## src/sv/tp2rel_pkg.sv

```systemverilog
// Shared codes for the touchpad to relative motion block: opcodes, result kinds, key codes.
package tp2rel_pkg;

	typedef enum logic [2:0] {
		OP_POS_X = 3'd0,
		OP_POS_Y = 3'd1,
		OP_KEY   = 3'd2,
		OP_SYNC  = 3'd3
	} opcode_t;

	typedef enum logic [1:0] {
		KIND_MOTION = 2'd0,
		KIND_WHEEL  = 2'd1,
		KIND_KEY    = 2'd2
	} kind_t;

	localparam logic [9:0] KEY_TOUCH         = 10'd330;
	localparam logic [9:0] KEY_ONE_FINGER    = 10'd325;
	localparam logic [9:0] KEY_TWO_FINGERS   = 10'd333;
	localparam logic [9:0] KEY_THREE_FINGERS = 10'd334;

	localparam logic [16:0] THRESHOLD_RESET = 17'd32;

endpackage

```

## src/sv/touchpad_to_relative_motion_core.sv

```systemverilog
// Touchpad events to relative pointer motion, wheel steps and key passthrough.
//
//  channel   | signals                                        | direction
//  ----------+------------------------------------------------+----------
//  input     | in_valid, in_stall, opcode, key_code, value    | in
//  result    | out_valid, out_stall, kind, delta_x, delta_y,  | out
//            | out_key_code, out_key_value                    |
//  config    | cfg_wr_en, cfg_wr_data (filter threshold)      | in
//
// An event is taken into an input register, then decoded and applied to the finger and
// position state, with any result loaded into the output register.
// One event per cycle is sustained while no result is held.
// A held result stalls the input register, and the input stalls only while it is full.
// Reset clears the state, the flags and both valid bits and sets the threshold to 32.
module touchpad_to_relative_motion_core #(
	parameter int POSITION_BITS = 16,
	parameter int FRACTION_BITS = 1
) (
	input  logic        clk,
	input  logic        arst_n,
	input  logic        cfg_wr_en,
	input  logic [16:0] cfg_wr_data,
	input  logic        in_valid,
	output logic        in_stall,
	input  logic [2:0]  opcode,
	input  logic [9:0]  key_code,
	input  logic [15:0] value,
	output logic        out_valid,
	input  logic        out_stall,
	output logic [1:0]  kind,
	output logic signed [15:0] delta_x,
	output logic signed [15:0] delta_y,
	output logic [9:0]  out_key_code,
	output logic [15:0] out_key_value
);
	import tp2rel_pkg::*;

	localparam int SW = POSITION_BITS + FRACTION_BITS;
	localparam int DW = SW + 2;
	localparam int DIV_SH = FRACTION_BITS + 2;

	// Motion step: (a - b + D/2) / D, truncated toward zero, saturated to 16 bits.
	function automatic logic signed [15:0] motion_step(input logic [SW-1:0] a,
			input logic [SW-1:0] b);
		logic signed [DW-1:0] n;
		logic signed [DW-1:0] q;
		logic signed [31:0]   q32;
		logic signed [15:0]   r;
		n = DW'(a) - DW'(b) + DW'(1 << (DIV_SH - 1));
		if (n[DW-1]) begin
			n = n + DW'((1 << DIV_SH) - 1);
		end
		q = n >>> DIV_SH;
		q32 = 32'(q);
		if (q32 > 32'sd32767) begin
			r = 16'sh7fff;
		end else if (q32 < -32'sd32768) begin
			r = 16'sh8000;
		end else begin
			r = 16'(q32);
		end
		return r;
	endfunction

	// Adaptive low-pass: (3*old + new + 2) / 4 when close, else the new sample.
	function automatic logic [SW-1:0] smooth(input logic [SW-1:0] old_v,
			input logic [SW-1:0] new_v, input logic [16:0] thr);
		logic [SW-1:0] diff;
		logic [SW+1:0] acc;
		diff = (old_v >= new_v) ? (old_v - new_v) : (new_v - old_v);
		acc = ((SW+2)'(old_v) << 1) + (SW+2)'(old_v) + (SW+2)'(new_v) + (SW+2)'(2);
		if (32'(diff) < 32'(thr)) begin
			return acc[SW+1:2];
		end
		return new_v;
	endfunction

	logic [16:0]   threshold_q;
	logic          vld_s1;
	logic [2:0]    op_s1;
	logic [9:0]    code_s1;
	logic [15:0]   val_s1;
	logic [SW-1:0] filt_x_q, prev_x_q, filt_y_q, prev_y_q;
	logic          x_seen_q, y_seen_q, one_q, two_q, three_q;

	logic [SW-1:0] filt_x_d, prev_x_d, filt_y_d, prev_y_d;
	logic          x_seen_d, y_seen_d, one_d, two_d, three_d;
	logic          emit;
	logic [1:0]    kind_d;
	logic signed [15:0] dx_d, dy_d;
	logic [9:0]    key_code_d;
	logic [15:0]   key_value_d;
	logic [SW-1:0] sample;
	logic signed [15:0] wheel_dx, mot_dx, mot_dy;
	logic          advance;

	logic          out_valid_q;
	logic [1:0]    kind_q;
	logic signed [15:0] dx_q, dy_q;
	logic [9:0]    key_code_q;
	logic [15:0]   key_value_q;

	assign advance  = vld_s1 && (!out_valid_q || !out_stall);
	assign in_stall = vld_s1 && !advance;

	assign sample = SW'(POSITION_BITS'(val_s1)) << FRACTION_BITS;
	assign wheel_dx = x_seen_q ? motion_step(prev_x_q, filt_x_q) : 16'sd0;
	assign mot_dx   = x_seen_q ? motion_step(filt_x_q, prev_x_q) : 16'sd0;
	assign mot_dy   = y_seen_q ? motion_step(filt_y_q, prev_y_q) : 16'sd0;

	always_comb begin
		filt_x_d = filt_x_q;
		prev_x_d = prev_x_q;
		filt_y_d = filt_y_q;
		prev_y_d = prev_y_q;
		x_seen_d = x_seen_q;
		y_seen_d = y_seen_q;
		one_d = one_q;
		two_d = two_q;
		three_d = three_q;
		emit = 1'b0;
		kind_d = KIND_MOTION;
		dx_d = 16'sd0;
		dy_d = 16'sd0;
		key_code_d = '0;
		key_value_d = '0;
		case (opcode_t'(op_s1))
			OP_POS_X: begin
				x_seen_d = 1'b1;
				if (!x_seen_q) begin
					prev_x_d = sample;
					filt_x_d = sample;
				end else begin
					prev_x_d = filt_x_q;
					filt_x_d = smooth(filt_x_q, sample, threshold_q);
				end
			end
			OP_POS_Y: begin
				y_seen_d = 1'b1;
				if (!y_seen_q) begin
					prev_y_d = sample;
					filt_y_d = sample;
				end else begin
					prev_y_d = filt_y_q;
					filt_y_d = smooth(filt_y_q, sample, threshold_q);
				end
			end
			OP_KEY: begin
				if (code_s1 == KEY_ONE_FINGER) begin
					x_seen_d = 1'b0;
					y_seen_d = 1'b0;
					one_d = (val_s1 != 16'd0);
				end else if (code_s1 == KEY_TWO_FINGERS) begin
					two_d = (val_s1 != 16'd0);
				end else if (code_s1 == KEY_THREE_FINGERS) begin
					three_d = (val_s1 != 16'd0);
				end else if (code_s1 != KEY_TOUCH) begin
					emit = 1'b1;
					kind_d = KIND_KEY;
					key_code_d = code_s1;
					key_value_d = val_s1;
				end
			end
			OP_SYNC: begin
				// Three fingers mute everything; two fingers win over one.
				if (three_q) begin
					emit = 1'b0;
				end else if (two_q) begin
					emit = (wheel_dx != 16'sd0);
					kind_d = KIND_WHEEL;
					dx_d = wheel_dx;
				end else if (one_q) begin
					emit = (mot_dx != 16'sd0) || (mot_dy != 16'sd0);
					kind_d = KIND_MOTION;
					dx_d = mot_dx;
					dy_d = mot_dy;
				end
			end
			default: begin
				emit = 1'b0;
			end
		endcase
	end

	always_ff @(posedge clk or negedge arst_n) begin
		if (!arst_n) begin
			threshold_q <= THRESHOLD_RESET;
		end else if (cfg_wr_en) begin
			threshold_q <= cfg_wr_data;
		end
	end

	always_ff @(posedge clk or negedge arst_n) begin
		if (!arst_n) begin
			vld_s1 <= 1'b0;
		end else if (in_valid && !in_stall) begin
			vld_s1 <= 1'b1;
		end else if (advance) begin
			vld_s1 <= 1'b0;
		end
	end

	always_ff @(posedge clk) begin
		if (in_valid && !in_stall) begin
			op_s1 <= opcode;
			code_s1 <= key_code;
			val_s1 <= value;
		end
	end

	always_ff @(posedge clk or negedge arst_n) begin
		if (!arst_n) begin
			filt_x_q <= '0;
			prev_x_q <= '0;
			filt_y_q <= '0;
			prev_y_q <= '0;
			x_seen_q <= 1'b0;
			y_seen_q <= 1'b0;
			one_q <= 1'b0;
			two_q <= 1'b0;
			three_q <= 1'b0;
		end else if (advance) begin
			filt_x_q <= filt_x_d;
			prev_x_q <= prev_x_d;
			filt_y_q <= filt_y_d;
			prev_y_q <= prev_y_d;
			x_seen_q <= x_seen_d;
			y_seen_q <= y_seen_d;
			one_q <= one_d;
			two_q <= two_d;
			three_q <= three_d;
		end
	end

	always_ff @(posedge clk or negedge arst_n) begin
		if (!arst_n) begin
			out_valid_q <= 1'b0;
		end else if (advance && emit) begin
			out_valid_q <= 1'b1;
		end else if (!out_stall) begin
			out_valid_q <= 1'b0;
		end
	end

	always_ff @(posedge clk) begin
		if (advance && emit) begin
			kind_q <= kind_d;
			dx_q <= dx_d;
			dy_q <= dy_d;
			key_code_q <= key_code_d;
			key_value_q <= key_value_d;
		end
	end

	assign out_valid     = out_valid_q;
	assign kind          = kind_q;
	assign delta_x       = dx_q;
	assign delta_y       = dy_q;
	assign out_key_code  = key_code_q;
	assign out_key_value = key_value_q;

endmodule

```

## config.mk

```make
export PLATFORM = sky130hd
export DESIGN_NAME = touchpad_to_relative_motion_core
export DESIGN_NICKNAME = d
export VERILOG_FILES = /design/src/sv/tp2rel_pkg.sv /design/src/sv/touchpad_to_relative_motion_core.sv
export SDC_FILE = /design/constraint.sdc
export NUM_CORES = 1
export LEC_CHECK = 0
export ABC_CLOCK_PERIOD_IN_PS = 10500
export BUFFER_PORTS_ARGS = -buffer_cell sky130_fd_sc_hd__clkbuf_2
export CELL_PAD_IN_SITES_DETAIL_PLACEMENT = 1
export CELL_PAD_IN_SITES_GLOBAL_PLACEMENT = 1
export CORE_MARGIN = 3
export CORE_UTILIZATION = 45
export CTS_CLUSTER_SIZE = 16
export DETAILED_ROUTE_END_ITERATION = 7
export GPL_ROUTABILITY_DRIVEN = 0
export PLACE_DENSITY = 0.75
export SYNTH_ARGS = -nofsm -noshare
export SYNTH_HDL_FRONTEND = slang
export SYNTH_SLANG_ARGS = --single-unit
```

## constraint.sdc

```tcl
create_clock -name clk -period 10.5 [get_ports clk]
set_input_delay 2.1 -clock clk [delete_from_list [all_inputs] [get_ports clk]]
set_output_delay 2.1 -clock clk [all_outputs]
set_load 0.02 [all_outputs]
```

# Yosys cells after proc, flatten, opt, wreduce, memory -nomap -nowiden
# Cells that the tools add are included.
# Widths: inputs -> output; s select.
# classes
n_mux	52
n_lt_le_gt_ge	10
eq_ne	9
reduce_logical	28
addsub	19
bitwise_logic	6
# ops
op	count
$mux 16	11
$mux 17	10
$sub 17x17->17	4
$reduce_bool 16->1	4
$add 18x4->19 const B	3
$add 19x4->19 const B	3
$mux 19	3
$sub 17x17->18	3
$gt 16x16->1 const B	3
$lt 16x16->1 const B	3
$add 18x17->19	2
$add 19x17->19	2
$add 19x2->19 const B	2
$ge 17x17->1	2
$lt 17x17->1	2
$eq 10x9->1 const B	3
$mux 1	20
$ne 10x9->1 const B	1
$reduce_and 3->1	3
$mux 2	4
$eq 3x2->1 const B	2
$not 1->1	6
$pmux 1 s2	3
$reduce_bool 2->1	3
14 further kinds	22
# word_totals
output_inout_bits	62
ff_bits	181
in_bits	51
word_cells	144

# Logic depth before layout (Yosys ltp)
# depth
depth_word	16
ltp_mapped	29
ltp_nobuf	24

# Worst setup path after synthesis
# No wires, ideal clock.
# synth_timing
kind	register to register
start	reg filt_x_q[1]
end	reg dx_q[0] (netlist: delta_x[0]), enable pin
path_buffers	2
setup_ns	0.485
required_ns	10.015
period_less_slack_ns	7.389
setup_slack_ns	3.111
arrival_ns	6.904
stages_incl_launch_ff	21
path_cell_list	dfrtp_1 -> inv_1 -> ha_1 -> nand2b_1 -> a21oi_2 -> xor2_2 -> ha_1 -> nand2_1 -> mux2i_1 -> and3_1 -> buf_1 -> and4_1 -> buf_4 -> or4b_1 -> a21boi_2 -> o211ai_2 -> or4_1 -> nand2_1 -> nor4b_2 -> a31o_1 -> o21ai_1
# synth_between
elab_chain_len	15
word_cells_on_any_way	26
classes_between	6 x add/sub; 4 x order compare; 12 x mux; 4 x reduce/logical
# synth_lines
item	line_no	source
start: declaration	touchpad_to_relative_motion_core.sv:83	logic [SW-1:0] filt_x_q, prev_x_q, filt_y_q, prev_y_q;
start signal: assignment	touchpad_to_relative_motion_core.sv:223	filt_x_q <= filt_x_d;
$sub 17x17->18	touchpad_to_relative_motion_core.sv:49	n = DW'(a) - DW'(b) + DW'(1 << (DIV_SH - 1));
$add 18x4->19	touchpad_to_relative_motion_core.sv:49	
$add 19x4->19	touchpad_to_relative_motion_core.sv:51	n = n + DW'((1 << DIV_SH) - 1);
$mux 19	touchpad_to_relative_motion_core.sv:50	if (n[DW-1]) begin
$lt 16x16->1	touchpad_to_relative_motion_core.sv:57	end else if (q32 < -32'sd32768) begin
$mux 16	touchpad_to_relative_motion_core.sv:57	
$mux 16	touchpad_to_relative_motion_core.sv:55	if (q32 > 32'sd32767) begin
$mux 16	touchpad_to_relative_motion_core.sv:108	assign mot_dx = x_seen_q ? motion_step(filt_x_q, prev_x_q) : 16'sd0;
$reduce_bool 16->1	touchpad_to_relative_motion_core.sv:173	emit = (mot_dx != 16'sd0) || (mot_dy != 16'sd0);
$logic_or 1x1->1	touchpad_to_relative_motion_core.sv:173	
$mux 1	touchpad_to_relative_motion_core.sv:172	end else if (one_q) begin
$mux 1 *	touchpad_to_relative_motion_core.sv:168	end else if (two_q) begin
$mux 1 *	touchpad_to_relative_motion_core.sv:166	if (three_q) begin
$pmux 1 s2 *	touchpad_to_relative_motion_core.sv:127	case (opcode_t'(op_s1))
$logic_and 1x1->1 *	touchpad_to_relative_motion_core.sv:246	if (advance && emit) begin
end signal: assignment	touchpad_to_relative_motion_core.sv:248	dx_q <= dx_d;
end: declaration	touchpad_to_relative_motion_core.sv:99	logic signed [15:0] dx_q, dy_q;
# Mark *: on every way between the ends. The rest lies on a longest branch, timed or not.
# A chain may end at the register's enable or synchronous reset.

# Worst setup path in the final report
# layout_timing
start	reg filt_x_q[1]
end	reg filt_x_q[16]
# layout_between
elab_chain_len	8
word_cells_on_any_way	14
classes_between	5 x add/sub; 2 x order compare; 7 x mux
# layout_lines
item	line_no	source
branches (longest 6 deep; another with $add 18x17->19)	n/a	
$mux 17 *	touchpad_to_relative_motion_core.sv:75	return new_v;
$mux 17 *	touchpad_to_relative_motion_core.sv:130	if (!x_seen_q) begin
# Mark *: on every way between the ends. The select of a mux whose other input is x is not followed.

==> metrics.txt <==
WL/cell 22.6 um; Setup TNS Final 0 ns; Worst Hold Class reg -> reg; startpoint types flip-flop; number of flops mapped to enable cells by yosys 89; clk slew on worst S/H paths 0.08 ns; Fmax 146 MHz; Async SR Flop Fraction 0.508; Cells after DPL 2768; DRT iter0 DRCs 1227; critical-path maximum fanout 25; post_cts resized 0; CORE AREA 41300 um2; Post-synth top flop dfrtp_1; WP data required 10.88 ns; vias in the first global route 17900; Hold-fix buffers, CTS 0; synthesized area 19000 um2; Max Root-Sink Buffers 2; net count reported at finish 2531; cell count after synthesis 2184; die span in y 212 um; total gr overflow 0; WHS Endpoint prev_y_q[7]$_DFFE_PN0P_; Placement Rows 74; Final Max Slew Viols 0; total die area 44800 um2; worst reg2reg path endpoint filt_x_q[16]$_DFFE_PN0P_; Synth top area share 0.140; IO Port Bufs 112; Max-slew headroom 0.179; Critical R2R Launch filt_x_q[1]$_DFFE_PN0P_; Hold Path Depth 2; syn nets 2460; DP HPWL 50000 um; WS Path Type reg -> reg; CTS Buf Count 17; # Max-Cap Violations 0; Fin. Hold Viols 0; CTS Sinks 181; DRC 0; Slew @ Worst Pin 1.23 ns; run status finished, final reports clean; Setup Buffers After CTS 0; RSZ-0062 raised after global routing no; Synth area leaders edfxtp_1 (14%), ha_1 (12%), dfrtp_1 (12%); Synth Warn # 0; crit path DAT 7.24 ns; ant diodes 0; fin crit share 0.652; Setup Skew 0.0155 ns; minimum clock period 6.85 ns; vias per cell 6.15; Netlist cell types 107; area leader, netlist edfxtp_1; CTS tree built; Root Buffer clkbuf_16; I/O pin count 113; sequential share of the synthesized area 0.261; antenna-violating nets left 0; Initial Utilization 0.461; Worst Setup End Kind flip-flop; initial antenna violation count 0; 1st-pass router iterations 5; mean cell area of the mapped netlist 8.72 um2; Layout Cells excl Fill 2800; global-route wire length before repair 101000 um; #FFs+latches synth 181; hold path start prev_y_q[7]$_DFFE_PN0P_; FILL cells 4900; Area growth syn-to-layout 8.85%; CTS HTree Levels 4; share of cells above drive strength 1 0.108; Die Wd 212 um; DR vias 17200; final setup vio count 0; r2r setup slk 3.65 ns; WL final 63400 um; later-pin clock latency in the skew report 0.50 ns; GRT Util Overall 0.287; largest net degree at the start of global routing 67; Worst Reg-to-Reg Cells 25
## state kept, by name, summed over array words and instances, names as in the netlist, 2 cells and up
| name | count |
|---|---|
| filt_x_q | 17 |
| filt_y_q | 17 |
| prev_x_q | 17 |
| prev_y_q | 17 |
| threshold_q | 17 |
| delta_x | 16 |
| delta_y | 16 |
| out_key_value | 16 |
| val_s1 | 16 |
| code_s1 | 10 |
| out_key_code | 10 |
| op_s1 | 3 |
| kind | 2 |
## layout by cell type, fill, tap and decap left out, types with 89 or more instances in the layout
master | Yosys | routed
edfxtp_1 | 89 | 89
dfrtp_1 | 91 | 91
xnor2_1 | 108 | 108
clkbuf_2 | 1 | 111
nor2_1 | 145 | 145
nand2_1 | 176 | 175
inv_1 | 140 | 140
ha_1 | 188 | 188
o21ai_0 | 147 | 146
a21oi_1 | 155 | 155
## critical path, stage by stage (launching register included)
cell and delay [ns]:
dfrtp_1 0.55, inv_1 0.19, ha_1 0.27, fa_1 0.46, nor2b_1 0.13, o21ai_0 0.12, a21boi_0 0.19, o21ai_0 0.13
a21oi_1 0.30, o21ai_0 0.17, a32oi_2 0.44, buf_4 0.40, mux2i_1 0.27, o21ai_0 0.17, a211oi_1 0.40, nor2_1 0.13
a31oi_1 0.21, xnor2_1 0.16, ha_1 0.28, a2111oi_0 0.40, o21ai_0 0.20, a221oi_1 0.34, o21ai_2 0.09, buf_4 0.24
a211o_1 0.30, a22o_1 0.18
## layout make-up
cell class	instances	area, um2	area share
timing repair buffer	136	743	0.0358
clock buffer	18	439	0.0212
inverter	141	529	0.0255
sequential	181	4980	0.240
tap	532	666	0.0321
multi-input combinational	1778	13200	0.638
clock inverter	14	160	0.00772
## how the worst max path moves through the flow
stage	from	endpoint	slack [ns]	cells after the start
floorplan	filt_x_q[1]$_DFFE_PN0P_	delta_x[0]$_SDFFCE_PP0P_	3.11	20
global placement	val_s1[5]$_DFFE_PP_	filt_y_q[10]$_DFFE_PN0P_	4.04	25
detailed placement	val_s1[5]$_DFFE_PP_	filt_y_q[10]$_DFFE_PN0P_	3.75	25
CTS	val_s1[5]$_DFFE_PP_	filt_y_q[10]$_DFFE_PN0P_	3.70	25
global route	filt_x_q[1]$_DFFE_PN0P_	filt_x_q[16]$_DFFE_PN0P_	3.17	24
finish	filt_x_q[1]$_DFFE_PN0P_	filt_x_q[16]$_DFFE_PN0P_	3.65	25
## per-layer routing
layer  global-route usage  routed length, um  share of wire  vias up
li1                     -                  -              -     8059
met1                0.375              28100           0.44     8565
met2                0.471              29300           0.46      464
met3               0.0505               3380          0.053      132
met4                0.119               2610          0.041        0
met5                    0                  0              0        -
## logic make-up after synthesis
logic type | count (synthesis) | share of synthesized area
AND/OR/NAND/NOR | 658 | 0.178
multiplexers | 101 | 0.0539
adder cells (fa/ha/maj) | 225 | 0.162
XOR/XNOR | 164 | 0.0773
buffers and inverters | 225 | 0.0475
flip-flops | 181 | 0.261
AO/OA/AOI/OAI | 630 | 0.220
## metrics by stage
| step | cell area (um2) | hold WS (ns) | setup slack [ns] | utilization |
|---|---|---|---|---|
| after detailed placement | 20100 | 0.472 | 3.75 | 0.488 |
| after global routing | 20700 | 0.519 | 3.17 | 0.502 |
| final | 20700 | 0.483 | 3.65 | 0.502 |
| after CTS | 20700 | 0.490 | 3.70 | 0.502 |
| after global placement | 20100 | 0.463 | 4.04 | 0.488 |
| after floorplan | 19000 | 0.450 | 3.11 | - |
## Yosys cell counts, types with 22 or more instances
master	instances
xor2_1	52
o211ai_1	23
a211oi_1	22
dfrtp_1	91
fa_1	37
nand4_1	22
a21oi_1	155
nor2_1	145
nor2b_1	24
clkbuf_1	51
nand3_1	52
nor3_1	38
a21o_1	56
inv_1	140
nand2_1	176
o21ai_0	147
xnor2_1	108
and2_1	47
nand2b_1	25
o21a_1	28
ha_1	188
mux2i_1	88
edfxtp_1	89
Power is left out: the tool's default activity adds up to more than one toggle a clock period on the data nets, which glitch-free logic cannot reach.
